`config.mk`:
```
export PLATFORM = sky130hd
export DESIGN_NAME = nibble_escape_text_decoder
export DESIGN_NICKNAME = d
export VERILOG_FILES = /design/src/rtl/netd_pkg.sv /design/src/rtl/netd_ram.sv /design/src/rtl/netd_fifo.sv /design/src/rtl/netd_front.sv /design/src/rtl/netd_back.sv /design/src/rtl/nibble_escape_text_decoder.sv
export SDC_FILE = /design/constraint.sdc
export NUM_CORES = 1
export LEC_CHECK = 0
export BUFFER_PORTS_ARGS = -buffer_cell sky130_fd_sc_hd__clkbuf_2
export CORE_MARGIN = 2
export CORE_UTILIZATION = 29
export DETAILED_ROUTE_END_ITERATION = 8
export GPL_ROUTABILITY_DRIVEN = 1
export PLACE_DENSITY = 0.47
export SLEW_MARGIN = 15
export SYNTH_ARGS = -nofsm -noshare
export SYNTH_HDL_FRONTEND = slang
export SYNTH_SLANG_ARGS = --single-unit
```
`constraint.sdc`:
```
create_clock -name clk_i -period 14.6 [get_ports clk_i]
set_input_delay 1.46 -clock clk_i [delete_from_list [all_inputs] [get_ports clk_i]]
set_output_delay 1.46 -clock clk_i [all_outputs]
set_load 0.02 [all_outputs]
```
`src/rtl/netd_pkg.sv`:
```
// types, constants and request descriptor shared by the text decoder modules
`default_nettype none

package netd_pkg;

  localparam int unsigned TBL_DEPTH = 128;
  localparam int unsigned TBL_AW    = $clog2(TBL_DEPTH);

  // queue between front and back, power of two
  localparam int unsigned Q_DEPTH = 4;
  localparam int unsigned Q_AW    = $clog2(Q_DEPTH);

  localparam logic [3:0]  NIB_W     = 4'd4;
  localparam logic [3:0]  RAW_W     = 4'd8;
  localparam logic [3:0]  ESC_BASE  = 4'd5;
  localparam logic [3:0]  HDR_BITS  = 4'd6;
  localparam logic [15:0] LIMIT_RST = 16'hFFFF;

  typedef enum logic [1:0] {
    KIND_CHAR = 2'd0,
    KIND_DONE = 2'd1,
    KIND_ERR  = 2'd2
  } kind_e;

  typedef enum logic {
    OP_STREAM = 1'b0,
    OP_LOAD   = 1'b1
  } op_e;

  typedef enum logic [1:0] {
    PH_LO   = 2'd0,
    PH_HI   = 2'd1,
    PH_ESC  = 2'd2,
    PH_BITS = 2'd3
  } phase_e;

  // one queued request: a table write or a result to deliver
  typedef struct packed {
    logic              wr;
    logic              tbl;
    kind_e             kind;
    logic [7:0]        val;
    logic [TBL_AW-1:0] idx;
    logic [15:0]       cnt;
    logic              last;
  } desc_t;

endpackage

`default_nettype wire

```
`src/rtl/netd_ram.sv`:
```
// generic single-port ram with registered read
`default_nettype none

module netd_ram #(
  parameter int unsigned WIDTH = 8,
  parameter int unsigned DEPTH = 128
) (
  input  logic                     clk_i,
  input  logic                     we_i,
  input  logic                     re_i,
  input  logic [$clog2(DEPTH)-1:0] addr_i,
  input  logic [WIDTH-1:0]         wdata_i,
  output logic [WIDTH-1:0]         rdata_o
);

  logic [WIDTH-1:0] mem_q [DEPTH];
  logic [WIDTH-1:0] rdata_q;

  always_ff @(posedge clk_i) begin
    if (we_i) begin
      mem_q[addr_i] <= wdata_i;
    end
    if (re_i) begin
      rdata_q <= mem_q[addr_i];
    end
  end

  assign rdata_o = rdata_q;

endmodule

`default_nettype wire

```
`src/rtl/netd_fifo.sv`:
```
// short request queue between the decode front and the lookup back
`default_nettype none

module netd_fifo (
  input  logic            clk_i,
  input  logic            rst_ni,
  input  logic            push_i,
  input  netd_pkg::desc_t push_data_i,
  output logic            full_o,
  input  logic            pop_i,
  output netd_pkg::desc_t pop_data_o,
  output logic            empty_o
);

  import netd_pkg::*;

  desc_t           slot_q [Q_DEPTH];
  logic [Q_AW-1:0] wptr_q, wptr_d;
  logic [Q_AW-1:0] rptr_q, rptr_d;
  logic [Q_AW:0]   cnt_q, cnt_d;

  assign full_o     = (cnt_q == (Q_AW + 1)'(Q_DEPTH));
  assign empty_o    = (cnt_q == '0);
  assign pop_data_o = slot_q[rptr_q];

  always_comb begin
    wptr_d = push_i ? wptr_q + 1'b1 : wptr_q;
    rptr_d = pop_i ? rptr_q + 1'b1 : rptr_q;
    cnt_d  = cnt_q;
    if (push_i && !pop_i) begin
      cnt_d = cnt_q + 1'b1;
    end else if (pop_i && !push_i) begin
      cnt_d = cnt_q - 1'b1;
    end
  end

  always_ff @(posedge clk_i or negedge rst_ni) begin
    if (!rst_ni) begin
      wptr_q <= '0;
      rptr_q <= '0;
      cnt_q  <= '0;
    end else begin
      wptr_q <= wptr_d;
      rptr_q <= rptr_d;
      cnt_q  <= cnt_d;
    end
  end

  always_ff @(posedge clk_i) begin
    if (push_i) begin
      slot_q[wptr_q] <= push_data_i;
    end
  end

  a_no_overflow: assert property (@(posedge clk_i) disable iff (!rst_ni)
    !(push_i && full_o))
    else $error("request queue written while full");

  a_no_underflow: assert property (@(posedge clk_i) disable iff (!rst_ni)
    !(pop_i && empty_o))
    else $error("request queue read while empty");

endmodule

`default_nettype wire

```
`src/rtl/netd_front.sv`:
```
// input holding stage, header parse and code extraction, at most one code per cycle, held while the queue is full
`default_nettype none

module netd_front (
  input  logic            clk_i,
  input  logic            rst_ni,
  input  logic            s_axis_tvalid,
  output logic            s_axis_tready,
  input  logic [15:0]     s_axis_tdata,
  input  logic            s_axis_tuser,
  input  logic            s_axis_tlast,
  input  logic            cfg_we_i,
  input  logic [15:0]     cfg_wdata_i,
  input  logic            q_full_i,
  output logic            q_push_o,
  output netd_pkg::desc_t q_data_o
);

  import netd_pkg::*;

  typedef enum logic [2:0] {
    ST_IDLE = 3'b001,
    ST_DEC  = 3'b010,
    ST_END  = 3'b100
  } fst_e;

  // holding register
  logic       hv_q;
  op_e        hop_q;
  logic [7:0] hbyte_q;
  logic [6:0] hslot_q;
  logic       hlast_q;

  fst_e        st_q, st_d;
  phase_e      phase_q, phase_d;
  logic [15:0] target_q, target_d;
  logic [15:0] dec_q, dec_d;
  logic [14:0] acc_q, acc_d;
  logic [3:0]  avail_q, avail_d;
  logic [3:0]  cw_q, cw_d;
  logic [3:0]  esc_q, esc_d;
  logic        fin_q, fin_d;
  logic        chk_q, chk_d;
  logic        last_q, last_d;
  logic        stg_v_q, stg_v_d;
  desc_t       stg_q, stg_d;
  logic [15:0] limit_q;

  logic        new_v, flush, rearm, push_req, go, take, s_acc;
  desc_t       new_desc, push_desc, char_desc;
  logic [3:0]  shamt;
  logic [14:0] shifted, cmask, amask, pend;
  logic [7:0]  code;

  assign shamt   = avail_q - cw_q;
  assign shifted = acc_q >> shamt;
  assign cmask   = (15'd1 << cw_q) - 15'd1;
  assign code    = 8'(shifted & cmask);
  assign amask   = (15'd1 << avail_q) - 15'd1;
  assign pend    = acc_q & amask;

  always_comb begin
    char_desc      = '0;
    char_desc.kind = KIND_CHAR;
    char_desc.cnt  = dec_q;
    if (cw_q == RAW_W) begin
      char_desc.val = code;
    end else if (32'(code) < TBL_DEPTH) begin
      char_desc.tbl = 1'b1;
      char_desc.idx = code[TBL_AW-1:0];
    end
  end

  always_comb begin
    st_d      = st_q;
    phase_d   = phase_q;
    target_d  = target_q;
    dec_d     = dec_q;
    acc_d     = acc_q;
    avail_d   = avail_q;
    cw_d      = cw_q;
    esc_d     = esc_q;
    fin_d     = fin_q;
    chk_d     = chk_q;
    last_d    = last_q;
    stg_v_d   = stg_v_q;
    stg_d     = stg_q;
    new_v     = 1'b0;
    new_desc  = '0;
    flush     = 1'b0;
    rearm     = 1'b0;
    push_req  = 1'b0;
    push_desc = '0;

    unique case (st_q)
      ST_IDLE: begin
        if (hv_q) begin
          if (hop_q == OP_LOAD) begin
            if (32'(hslot_q) < TBL_DEPTH) begin
              push_req      = 1'b1;
              push_desc.wr  = 1'b1;
              push_desc.val = hbyte_q;
              push_desc.idx = hslot_q[TBL_AW-1:0];
            end
          end else begin
            unique case (phase_q)
              PH_LO, PH_HI: begin
                if (phase_q == PH_LO) begin
                  target_d[7:0] = hbyte_q;
                  phase_d       = PH_HI;
                end else begin
                  target_d[15:8] = hbyte_q;
                  phase_d        = PH_ESC;
                end
                if (hlast_q) begin
                  new_v         = 1'b1;
                  new_desc.kind = KIND_ERR;
                  new_desc.cnt  = dec_q;
                  last_d        = 1'b1;
                  st_d          = ST_END;
                end
              end
              PH_ESC: begin
                esc_d   = ESC_BASE + {2'b00, hbyte_q[7:6]};
                phase_d = PH_BITS;
                cw_d    = NIB_W;
                acc_d   = {9'd0, hbyte_q[5:0]};
                avail_d = HDR_BITS;
                chk_d   = 1'b1;
                last_d  = hlast_q;
                st_d    = ST_DEC;
              end
              PH_BITS: begin
                if (!fin_q) begin
                  acc_d   = {pend[6:0], hbyte_q};
                  avail_d = 4'(avail_q[2:0]) + 4'd8;
                  last_d  = hlast_q;
                  st_d    = ST_DEC;
                end else if (hlast_q) begin
                  rearm = 1'b1;
                end
              end
              default: ;
            endcase
          end
        end
      end
      ST_DEC: begin
        if (chk_q) begin
          chk_d = 1'b0;
          if (!fin_q && dec_q == target_q) begin
            new_v         = 1'b1;
            new_desc.kind = KIND_DONE;
            new_desc.cnt  = dec_q;
            fin_d         = 1'b1;
          end
        end else if (!fin_q && avail_q >= cw_q) begin
          avail_d = avail_q - cw_q;
          if (cw_q == NIB_W && code == '0) begin
            cw_d = esc_q;
          end else begin
            if (dec_q < limit_q) begin
              new_v    = 1'b1;
              new_desc = char_desc;
            end
            dec_d = dec_q + 16'd1;
            cw_d  = NIB_W;
            chk_d = (dec_q + 16'd1 == target_q);
          end
        end else if (last_q && !fin_q) begin
          new_v         = 1'b1;
          new_desc.kind = KIND_ERR;
          new_desc.cnt  = dec_q;
          st_d          = ST_END;
        end else begin
          flush = 1'b1;
          rearm = last_q;
          st_d  = ST_IDLE;
        end
      end
      ST_END: begin
        flush = 1'b1;
        rearm = last_q;
        st_d  = ST_IDLE;
      end
      default: st_d = ST_IDLE;
    endcase

    // one result stays staged so the last one of a byte can be marked
    if (new_v) begin
      if (stg_v_q) begin
        push_req  = 1'b1;
        push_desc = stg_q;
      end
      stg_d   = new_desc;
      stg_v_d = 1'b1;
    end else if (flush && stg_v_q) begin
      push_req       = 1'b1;
      push_desc      = stg_q;
      push_desc.last = 1'b1;
      stg_v_d        = 1'b0;
    end

    if (rearm) begin
      phase_d = PH_LO;
      dec_d   = '0;
      avail_d = '0;
      cw_d    = NIB_W;
      fin_d   = 1'b0;
      chk_d   = 1'b0;
    end
  end

  assign go            = !(push_req && q_full_i);
  assign take          = (st_q == ST_IDLE) && hv_q && go;
  assign s_axis_tready = !hv_q || take;
  assign s_acc         = s_axis_tvalid && s_axis_tready;
  assign q_push_o      = push_req && go;
  assign q_data_o      = push_desc;

  always_ff @(posedge clk_i or negedge rst_ni) begin
    if (!rst_ni) begin
      hv_q     <= 1'b0;
      st_q     <= ST_IDLE;
      phase_q  <= PH_LO;
      target_q <= '0;
      dec_q    <= '0;
      acc_q    <= '0;
      avail_q  <= '0;
      cw_q     <= NIB_W;
      esc_q    <= ESC_BASE;
      fin_q    <= 1'b0;
      chk_q    <= 1'b0;
      last_q   <= 1'b0;
      stg_v_q  <= 1'b0;
      limit_q  <= LIMIT_RST;
    end else begin
      if (s_acc) begin
        hv_q <= 1'b1;
      end else if (take) begin
        hv_q <= 1'b0;
      end
      if (cfg_we_i) begin
        limit_q <= cfg_wdata_i;
      end
      if (go) begin
        st_q     <= st_d;
        phase_q  <= phase_d;
        target_q <= target_d;
        dec_q    <= dec_d;
        acc_q    <= acc_d;
        avail_q  <= avail_d;
        cw_q     <= cw_d;
        esc_q    <= esc_d;
        fin_q    <= fin_d;
        chk_q    <= chk_d;
        last_q   <= last_d;
        stg_v_q  <= stg_v_d;
      end
    end
  end

  always_ff @(posedge clk_i) begin
    if (s_acc) begin
      hop_q   <= op_e'(s_axis_tuser);
      hbyte_q <= s_axis_tdata[7:0];
      hslot_q <= s_axis_tdata[14:8];
      hlast_q <= s_axis_tlast;
    end
    if (go) begin
      stg_q <= stg_d;
    end
  end

  a_idle_unstaged: assert property (@(posedge clk_i) disable iff (!rst_ni)
    (st_q == ST_IDLE) |-> !stg_v_q)
    else $error("staged result left behind at byte boundary");

  a_fin_count: assert property (@(posedge clk_i) disable iff (!rst_ni)
    fin_q |-> (dec_q == target_q))
    else $error("string marked complete with count off target");

  a_wide_code: assert property (@(posedge clk_i) disable iff (!rst_ni)
    (cw_q != NIB_W) |-> (cw_q == esc_q))
    else $error("code width neither nibble nor escape width");

endmodule

`default_nettype wire

```
`src/rtl/netd_back.sv`:
```
// symbol table, lookup and registered result output
`default_nettype none

module netd_back (
  input  logic            clk_i,
  input  logic            rst_ni,
  input  logic            q_empty_i,
  input  netd_pkg::desc_t q_data_i,
  output logic            q_pop_o,
  output logic            m_axis_tvalid,
  input  logic            m_axis_tready,
  output logic [23:0]     m_axis_tdata,
  output logic [1:0]      m_axis_tuser,
  output logic            m_axis_tlast
);

  import netd_pkg::*;

  logic        p_v_q;
  desc_t       p_q;
  logic        o_v_q;
  logic [23:0] o_data_q;
  kind_e       o_kind_q;
  logic        o_last_q;
  logic        o_load, p_adv;
  logic [7:0]  rdata;

  assign o_load  = !o_v_q || m_axis_tready;
  assign p_adv   = !p_v_q || o_load;
  assign q_pop_o = !q_empty_i && p_adv;

  netd_ram #(
    .WIDTH(8),
    .DEPTH(TBL_DEPTH)
  ) u_table (
    .clk_i  (clk_i),
    .we_i   (q_pop_o && q_data_i.wr),
    .re_i   (q_pop_o && !q_data_i.wr && q_data_i.tbl),
    .addr_i (q_data_i.idx),
    .wdata_i(q_data_i.val),
    .rdata_o(rdata)
  );

  always_ff @(posedge clk_i or negedge rst_ni) begin
    if (!rst_ni) begin
      p_v_q <= 1'b0;
      o_v_q <= 1'b0;
    end else begin
      if (p_adv) begin
        p_v_q <= q_pop_o && !q_data_i.wr;
      end
      if (o_load) begin
        o_v_q <= p_v_q;
      end
    end
  end

  always_ff @(posedge clk_i) begin
    if (q_pop_o) begin
      p_q <= q_data_i;
    end
    if (o_load && p_v_q) begin
      o_data_q <= {p_q.cnt, (p_q.tbl ? rdata : p_q.val)};
      o_kind_q <= p_q.kind;
      o_last_q <= p_q.last;
    end
  end

  assign m_axis_tvalid = o_v_q;
  assign m_axis_tdata  = o_data_q;
  assign m_axis_tuser  = o_kind_q;
  assign m_axis_tlast  = o_last_q;

endmodule

`default_nettype wire

```
`src/rtl/nibble_escape_text_decoder.sv`:
```
// top level of the nibble-escape text decoder
//
// channel   dir  tdata (low bit up)                   tuser        tlast
// s_axis    in   data_byte[7:0], table_slot[14:8], 0  opcode       last_byte
// m_axis    out  char_value[7:0], char_count[23:8]    kind[1:0]    final_res
// cfg       in   cfg_wdata_i = char_limit, written on cfg_we_i
//
// a table load, a count byte or a byte after completion is taken by the front
// in its idle state; a decoding byte enters the decode loop, which takes its
// codes one at a time (escape prefix included), checks the count after the
// escape-width byte and after the character that meets the count, and then
// closes, also after an error on a short stream
// the next byte waits in the holding register while the current one decodes
// results leave through a 4-deep queue, table lookup and an output register,
// one per cycle; a stalled output fills the queue and then holds the front
// reset clears control state only; the symbol table is undefined until loaded
`default_nettype none

module nibble_escape_text_decoder (
  input  logic        clk_i,
  input  logic        rst_ni,
  input  logic        s_axis_tvalid,
  output logic        s_axis_tready,
  input  logic [15:0] s_axis_tdata,   // data_byte, table_slot, zero pad
  input  logic        s_axis_tuser,   // opcode
  input  logic        s_axis_tlast,
  output logic        m_axis_tvalid,
  input  logic        m_axis_tready,
  output logic [23:0] m_axis_tdata,   // char_value, char_count
  output logic [1:0]  m_axis_tuser,   // kind
  output logic        m_axis_tlast,
  input  logic        cfg_we_i,
  input  logic [15:0] cfg_wdata_i
);

  import netd_pkg::*;

  logic  push, full, pop, empty;
  desc_t push_data, pop_data;

  netd_front u_front (
    .clk_i        (clk_i),
    .rst_ni       (rst_ni),
    .s_axis_tvalid(s_axis_tvalid),
    .s_axis_tready(s_axis_tready),
    .s_axis_tdata (s_axis_tdata),
    .s_axis_tuser (s_axis_tuser),
    .s_axis_tlast (s_axis_tlast),
    .cfg_we_i     (cfg_we_i),
    .cfg_wdata_i  (cfg_wdata_i),
    .q_full_i     (full),
    .q_push_o     (push),
    .q_data_o     (push_data)
  );

  netd_fifo u_fifo (
    .clk_i      (clk_i),
    .rst_ni     (rst_ni),
    .push_i     (push),
    .push_data_i(push_data),
    .full_o     (full),
    .pop_i      (pop),
    .pop_data_o (pop_data),
    .empty_o    (empty)
  );

  netd_back u_back (
    .clk_i        (clk_i),
    .rst_ni       (rst_ni),
    .q_empty_i    (empty),
    .q_data_i     (pop_data),
    .q_pop_o      (pop),
    .m_axis_tvalid(m_axis_tvalid),
    .m_axis_tready(m_axis_tready),
    .m_axis_tdata (m_axis_tdata),
    .m_axis_tuser (m_axis_tuser),
    .m_axis_tlast (m_axis_tlast)
  );

endmodule

`default_nettype wire
```
### Yosys cells after proc, flatten, opt, wreduce, memory -nomap -nowiden

Memories as Yosys holds them, arrays and structs flattened. A register that Yosys moved wholly into a read port is not among the register bits.
Index checks and enable logic that the tools add are counted.

* flip-flop bits (word level): 202
* bits in writable memories: 1168
* bits of input ports: 39
* output and inout bits: 29
* word-level logic and storage cells: 282
* memories: 2

* add/subtract/negate cells: 10
* magnitude comparators: 3
* eq/ne operators: 29
* shifts and indexed selects: 3
* multiplexer cells: 123
* bitwise operators: 10
* reductions and logical operators: 63

Memories
* u_back.u_table.mem_q: words 128, bits a word 8, read ports 1, clocked after Yosys merged registers in 1, wr ports 1, line netd_ram.sv:16 `logic [WIDTH-1:0] mem_q [DEPTH];`
* u_fifo.slot_q: words 4, bits a word 36, read ports 1, clocked after Yosys merged registers in 0, wr ports 1, line netd_fifo.sv:17 `desc_t slot_q [Q_DEPTH];`

Operator list (number)
* 16-bit 2-to-1 mux: 13
* 36-bit 2-to-1 mux: 3
* 15-bit 2-to-1 mux: 4
* 4-bit 2-to-1 mux: 13
* 1-bit 2-to-1 mux: 49
* 34-bit 2-to-1 mux: 1
* 16-bit equality test: 2
* 32-bit 2-to-1 mux: 1
* 16-bit case mux with 2 select lines: 1
* 15-bit case mux with 2 select lines: 1
* 3-bit 2-to-1 mux: 9
* 2-bit 2-to-1 mux: 12
* 4-bit case mux with 2 select lines: 3
* 6-bit AND reduction: 4
* 5-bit AND reduction: 4
* 2-bit nonzero test: 10
* 1-bit logical AND: 17
* 16-bit by 1-bit adder with 16-bit output (second input constant): 1
* 16-bit less-than comparator: 1
* 8-bit 2-to-1 mux: 2
* 15-bit by 4-bit right shift with 8-bit output: 1
* 7-bit 2-to-1 mux: 2
* 7-bit AND reduction: 2
* 2-bit inequality test (second input constant): 6
* 46 further kinds: 79

### Depth between registers and ports, before layout

* depth after elaboration: 17
* depth in mapped cells: 18
* mapped depth without buffers: 17

### Modules after synthesis

A second synthesis with hierarchy kept.

* cell total of the unflattened synthesis: 3516
* area total of the unflattened synthesis: 55419.4 sq um

By module, submodules not included
* netd_ram: instances 1, cells each 2450, area an instance 40131.0 sq um, sequential area each 30989.7 sq um
* netd_front: instances 1, cells each 770, area an instance 7787.5 sq um, sequential area each 3683.5 sq um
* netd_fifo: instances 1, cells each 222, area an instance 5604.1 sq um, sequential area each 4499.3 sq um
* netd_back: instances 1, cells each 74, area an instance 1896.8 sq um, sequential area each 1701.6 sq um

### Least setup slack after synthesis

Ideal clock, no wire load.

* kind: reg2reg
* start: register u_front.cw_q[2]
* end: register u_front.stg_q[10] (netlist bit) (enable)
* library setup time: 425 ps
* data arrival time: 4968 ps
* data required time: 14175 ps
* slack: 9207 ps
* stages on the path, launching flop included: 15
* path buffers: 3
* period minus slack after synthesis: 5393 ps
* path through: dfstp_2 clkbuf_1 inv_1 ha_1 a21oi_1 a21boi_0 or2_0 clkbuf_1 mux4_2 o211ai_1 o21ai_1 nor2_1 nor2_1 buf_2 nor2_1

* longest elaborated chain between the ends: 13
* elaborated cells on any way between the ends: 23
* classes of those cells: 2 x add/sub; 1 x order compare; 1 x eq/ne; 2 x shift; 9 x mux; 2 x bitwise; 6 x reduce/logical

Ends and longest elaborated chain
* start: declaration: line netd_front.sv:40 `logic [3:0] cw_q, cw_d;`
* start signal: assignment: line netd_front.sv:253 `cw_q <= cw_d;`
* 4-bit subtractor / 1-bit by 4-bit left shift with 8-bit output (equally long branches): line netd_front.sv:55, netd_front.sv:57
* 15-bit by 4-bit right shift with 8-bit output / 8-bit by 1-bit subtractor with 8-bit output (equally long branches): line netd_front.sv:56, netd_front.sv:57
* 8-bit AND: line netd_front.sv:58 `assign code = 8'(shifted & cmask);`
* 8-bit logical NOT: line netd_front.sv:159 `if (cw_q == NIB_W && code == '0) begin`
* 1-bit logical AND: line netd_front.sv:159
* 1-bit 2-to-1 mux: line netd_front.sv:159
* 1-bit 2-to-1 mux: line netd_front.sv:157 `end else if (!fin_q && avail_q >= cw_q) begin`
* 1-bit 2-to-1 mux: line netd_front.sv:149 `if (chk_q) begin`
* 1-bit case mux with 2 select lines: line netd_front.sv:95 `unique case (st_q)`
* 1-bit 2-to-1 mux: line netd_front.sv:190 `if (new_v) begin`
* 1-bit logical AND: line netd_front.sv:214 `assign go = !(push_req && q_full_i);`
* 1-bit NOT (no line)
* 2-bit AND reduction (no line) *
* end signal: assignment: line netd_front.sv:271 `stg_q <= stg_d;`
* end: declaration: line netd_front.sv:46 `desc_t stg_q, stg_d;`

Every way passes the cells marked *; elsewhere a longest branch is shown, timed or not.
A chain may end at the register's enable or synchronous reset.

### Worst setup path after layout

* start: register u_fifo.rptr_q[0]
* end: register u_back.u_table.rdata_q[4] (netlist: u_back.u_table.rdata_o[4]), read port of u_back.u_table.mem_q (data pin)

* longest elaborated chain between the ends: 4

Ends and longest elaborated chain
* start: declaration: line netd_fifo.sv:19 `logic [Q_AW-1:0] rptr_q, rptr_d;`
* start signal: assignment: line netd_fifo.sv:44 `rptr_q <= rptr_d;`
* memory read 4 x 36 bit *
* 1-bit logical NOT: line netd_back.sv:38 `.re_i (q_pop_o && !q_data_i.wr && q_data_i.tbl),`
* 1-bit logical AND (2 in series): line netd_back.sv:38
* end: declaration: line netd_ram.sv:17 `logic [WIDTH-1:0] rdata_q;`

Marked as above.

==> results.cfg <==
[drt]
vias = 31781
first_iter_violations = 3205
vias_per_cell = 5.18
dr.pass1.iters = 6
wl_per_cell_um = 27.3
drc = 0
ant_nets = 0
routed_wl_um = 168000

[final_layout]
drive_above_1_share_pct = 14.2
final_common_cell = edfxtp_1
fillers = 17892
areaGrowthSynthToFinish_pct = 14.7
multi_input_area_um2 = 12700
final_cell_mix = 1,282 x edfxtp_1, 284 x nand2_1, 228 x nor2_1, 181 x a21oi_1, 151 x clkbuf_16
nNetsFinal = 3612
regArea_um2 = 40900

[grt]
grt_overflow = 0
met1_usage_pct = 24.4
antenna_found_initial = 3
grt_use_met3_pct = 2.78
busiest_layer = met2
met2_usage_pct = 27.5
grt_usage_pct = 17.3
grt_pass1_wl_um = 240000
grt_max_degree = 102
grt_pass1_vias = 31197

[timing]
slew_violations = 0
fin_skew_ns = 0.0447
fin_crit_ns = 6.22
clock.fmax_ghz = 0.161
rsz0062_at_grt = no
maxSlewHeadroom_pct = 17.4
worst_slew_pin_slew_ns = 1.24
setup_tns_ns = 0
final-hold-violation-count = 0
finalSetupViolations = 0
fin_crit_sh_pct = 42.6

[worst_setup_path]
max_stage_delay_ns = 1.03
worstPathArrival_ns = 6.70
cp_cell_sequence = mux4_4 -> nand2_1 -> nor2_4 -> buf_4 -> buf_4 -> a221oi_1 -> a31oi_1 -> nor4_1 -> o211ai_1 -> or4_1
critPathLaunchType = register
cpMostUsedCell = buf_4
crit_fanout = 29
slowest_stage = mux4_4
worst-endpoint-required_ns = 15.08
crit_path_end_kind = register
worstSetupPathType = reg2reg

[synthesis]
syn-num-nets = 3531
synth_flop_cell = edfxtp_1
synth-edff-count = 1282
yosysTopAreaCellShare_pct = 70.7
synth_top_area_cell = edfxtp_1
ys_ff_latch = 1376
yosys-top-cells-area = edfxtp_1 71%, dfrtp_1 3.4%, mux4_2 2.2%
avgSynthCellArea_um2 = 15.7
synthCells = 3462
syn_area_um2 = 54400
synthDistinctLibCells = 80
synth-async-reset-ratio_pct = 6.83
seq_area_frac_synth_pct = 75.1
ys_warn_count = 0

[pwr]
power_density_nw_per_um2 = 228
pwr-share-clk_pct = 25.7
intPower_mw = 8.71
leakagePower_nw = 20.2
p_sw_share_pct = 38.8
p_total_mw = 14.2
ir_drop_mv = 0.137
combPwrFrac_pct = 35.7
pwr-share-seq_pct = 38.6
switching_power_mw = 5.53

[cts]
post-cts-setup-buffers = 0
clkSlewWorstSetupHoldPaths_ns = 0.06
post_cts_resized = 0
hold_buffers = 0
cts_sinks = 1376
clock_latency_ns = 0.78
ctsRootBufferMaster = clkbuf_16
cts_tree = done
cts_max_path_buffers = 3
htreeDepth = 4
numCtsBuffers = 147

[floorplan]
core-area_um2 = 186000
die_y_um = 437
dieArea_um2 = 191000
start_util_pct = 29.3
die_w_um = 437
row_count = 158
ios = 68

[run_status]
status = complete, no violations

[place]
port_buffers = 66
hpwl_um = 98500
globalplace.congestion = 0.832

[worst_hold_path]
hold_class = reg2reg

[run]
drv_cap = 0
-- through the flow --
stage	utilization [%]	area (um2)	std cells	setup slack [ns]	hold slack, ns
floorplan	-	54400	3462	9.21	0.400
finish	33.6	62400	6138	8.38	0.420
detailed placement	31.0	57700	5873	8.32	0.405
global placement	31.0	57700	5873	8.31	0.401
CTS	33.5	62400	6136	8.28	0.419
global route	33.6	62400	6137	8.24	0.428
-- critical path: cells and delay by family, from the launching register on --
family	cells	cell delay (ns)
DFF	1	0.56
muxes	1	1.03
and+or+nand+nor	4	2.55
buffers and inverters	2	0.69
AOI/OAI and AO/OA	3	0.99
-- state kept, by name, summed over array words and instances, names as in the netlist, 4 cells and up --
register,count
u_back.u_table.mem_q,1024
u_fifo.slot_q,144
u_front.stg_q,34
u_back.p_q,28
u_back.m_axis_tdata,24
u_front.dec_q,16
u_front.limit_q,16
u_front.target_q,16
u_front.acc_q,15
u_back.u_table.rdata_o,8
u_front.hbyte_q,8
u_front.hslot_q,7
u_front.avail_q,4
u_front.cw_q,4
u_front.esc_q,4
-- power by group through the flow --
stage	clock network, mW	logic (mW)	registers [mW]
floorplan	0	2.75	5.53
global placement	0	5.06	5.57
detailed placement	0	5.07	5.58
CTS	3.72	5.09	5.50
global route	3.87	5.37	5.53
finish	3.65	5.09	5.50
-- cells by family after synthesis --
logic type | share of synthesized area [%]
AOI/OAI and AO/OA | 10.1
buffers and inverters | 1.91
xor gates and xnor gates | 0.674
DFF | 75.1
and+or+nand+nor | 6.17
muxes | 5.31
adders and majority gates | 0.717
-- cell usage after synthesis (7+ instances only) --
| master | count |
|---|---|
| o21ai_0 | 100 |
| a222oi_1 | 7 |
| mux2_2 | 55 |
| dfstp_2 | 20 |
| or3_1 | 9 |
| or4_1 | 11 |
| clkbuf_1 | 127 |
| a22oi_1 | 125 |
| nand2_1 | 291 |
| nor2_1 | 241 |
| a211oi_1 | 30 |
| a221oi_1 | 96 |
| ha_1 | 28 |
| mux4_2 | 53 |
| nand2b_1 | 9 |
| buf_1 | 33 |
| mux2i_1 | 97 |
| mux2_4 | 7 |
| edfxtp_1 | 1282 |
| dfrtp_1 | 74 |
| nand3_1 | 29 |
| a22o_1 | 72 |
| a221o_1 | 10 |
| a211o_1 | 10 |
| and3_1 | 17 |
| nor3_1 | 23 |
| nor4_1 | 22 |
| xnor2_1 | 15 |
| buf_2 | 47 |
| a31oi_1 | 52 |
| and2_1 | 31 |
| inv_1 | 42 |
| o211ai_1 | 12 |
| xor2_1 | 25 |
| nor2b_1 | 18 |
| o22ai_1 | 39 |
| o221ai_1 | 9 |
| nand4_1 | 20 |
| a21oi_1 | 181 |
| a32oi_1 | 8 |
-- cell type report --
class	count	share of cell area [%]
antenna	1	0.00401
clock buffer	185	6.26
clock inverter	78	1.19
inverter	43	0.259
multi-input combinational	1832	20.3
sequential	1376	65.5
tap	2480	4.97
timing repair buffer	143	1.55
-- per-layer routing --
| layer | up-vias | part of all wire [%] |
|---|---|---|
| li1 | 13849 | - |
| met1 | 16649 | 45 |
| met2 | 1063 | 47 |
| met3 | 218 | 6.1 |
| met4 | 2 | 2.5 |
| met5 | - | 0.0083 |
-- final timing paths --
kind | from | to | slack, ns | depth (start not counted)
worst max-delay path | u_fifo.rptr_q[0] | u_back.u_table.rdata_o[4] | 8.38 | 10
worst min-delay path | u_back.p_q[3] | u_back.m_axis_tdata[10] | 0.42 | 0
worst max register to register | u_fifo.rptr_q[0] | u_back.u_table.rdata_o[4] | 8.38 | 10
worst min register to register | u_back.p_q[3] | u_back.m_axis_tdata[10] | 0.42 | 0
max in group asynchronous | rst_ni | u_front.acc_q[12] | 12.72 | 2
min in group asynchronous | rst_ni | u_back.m_axis_tvalid | 0.70 | 1
Power figures use the tool's default switching activity.
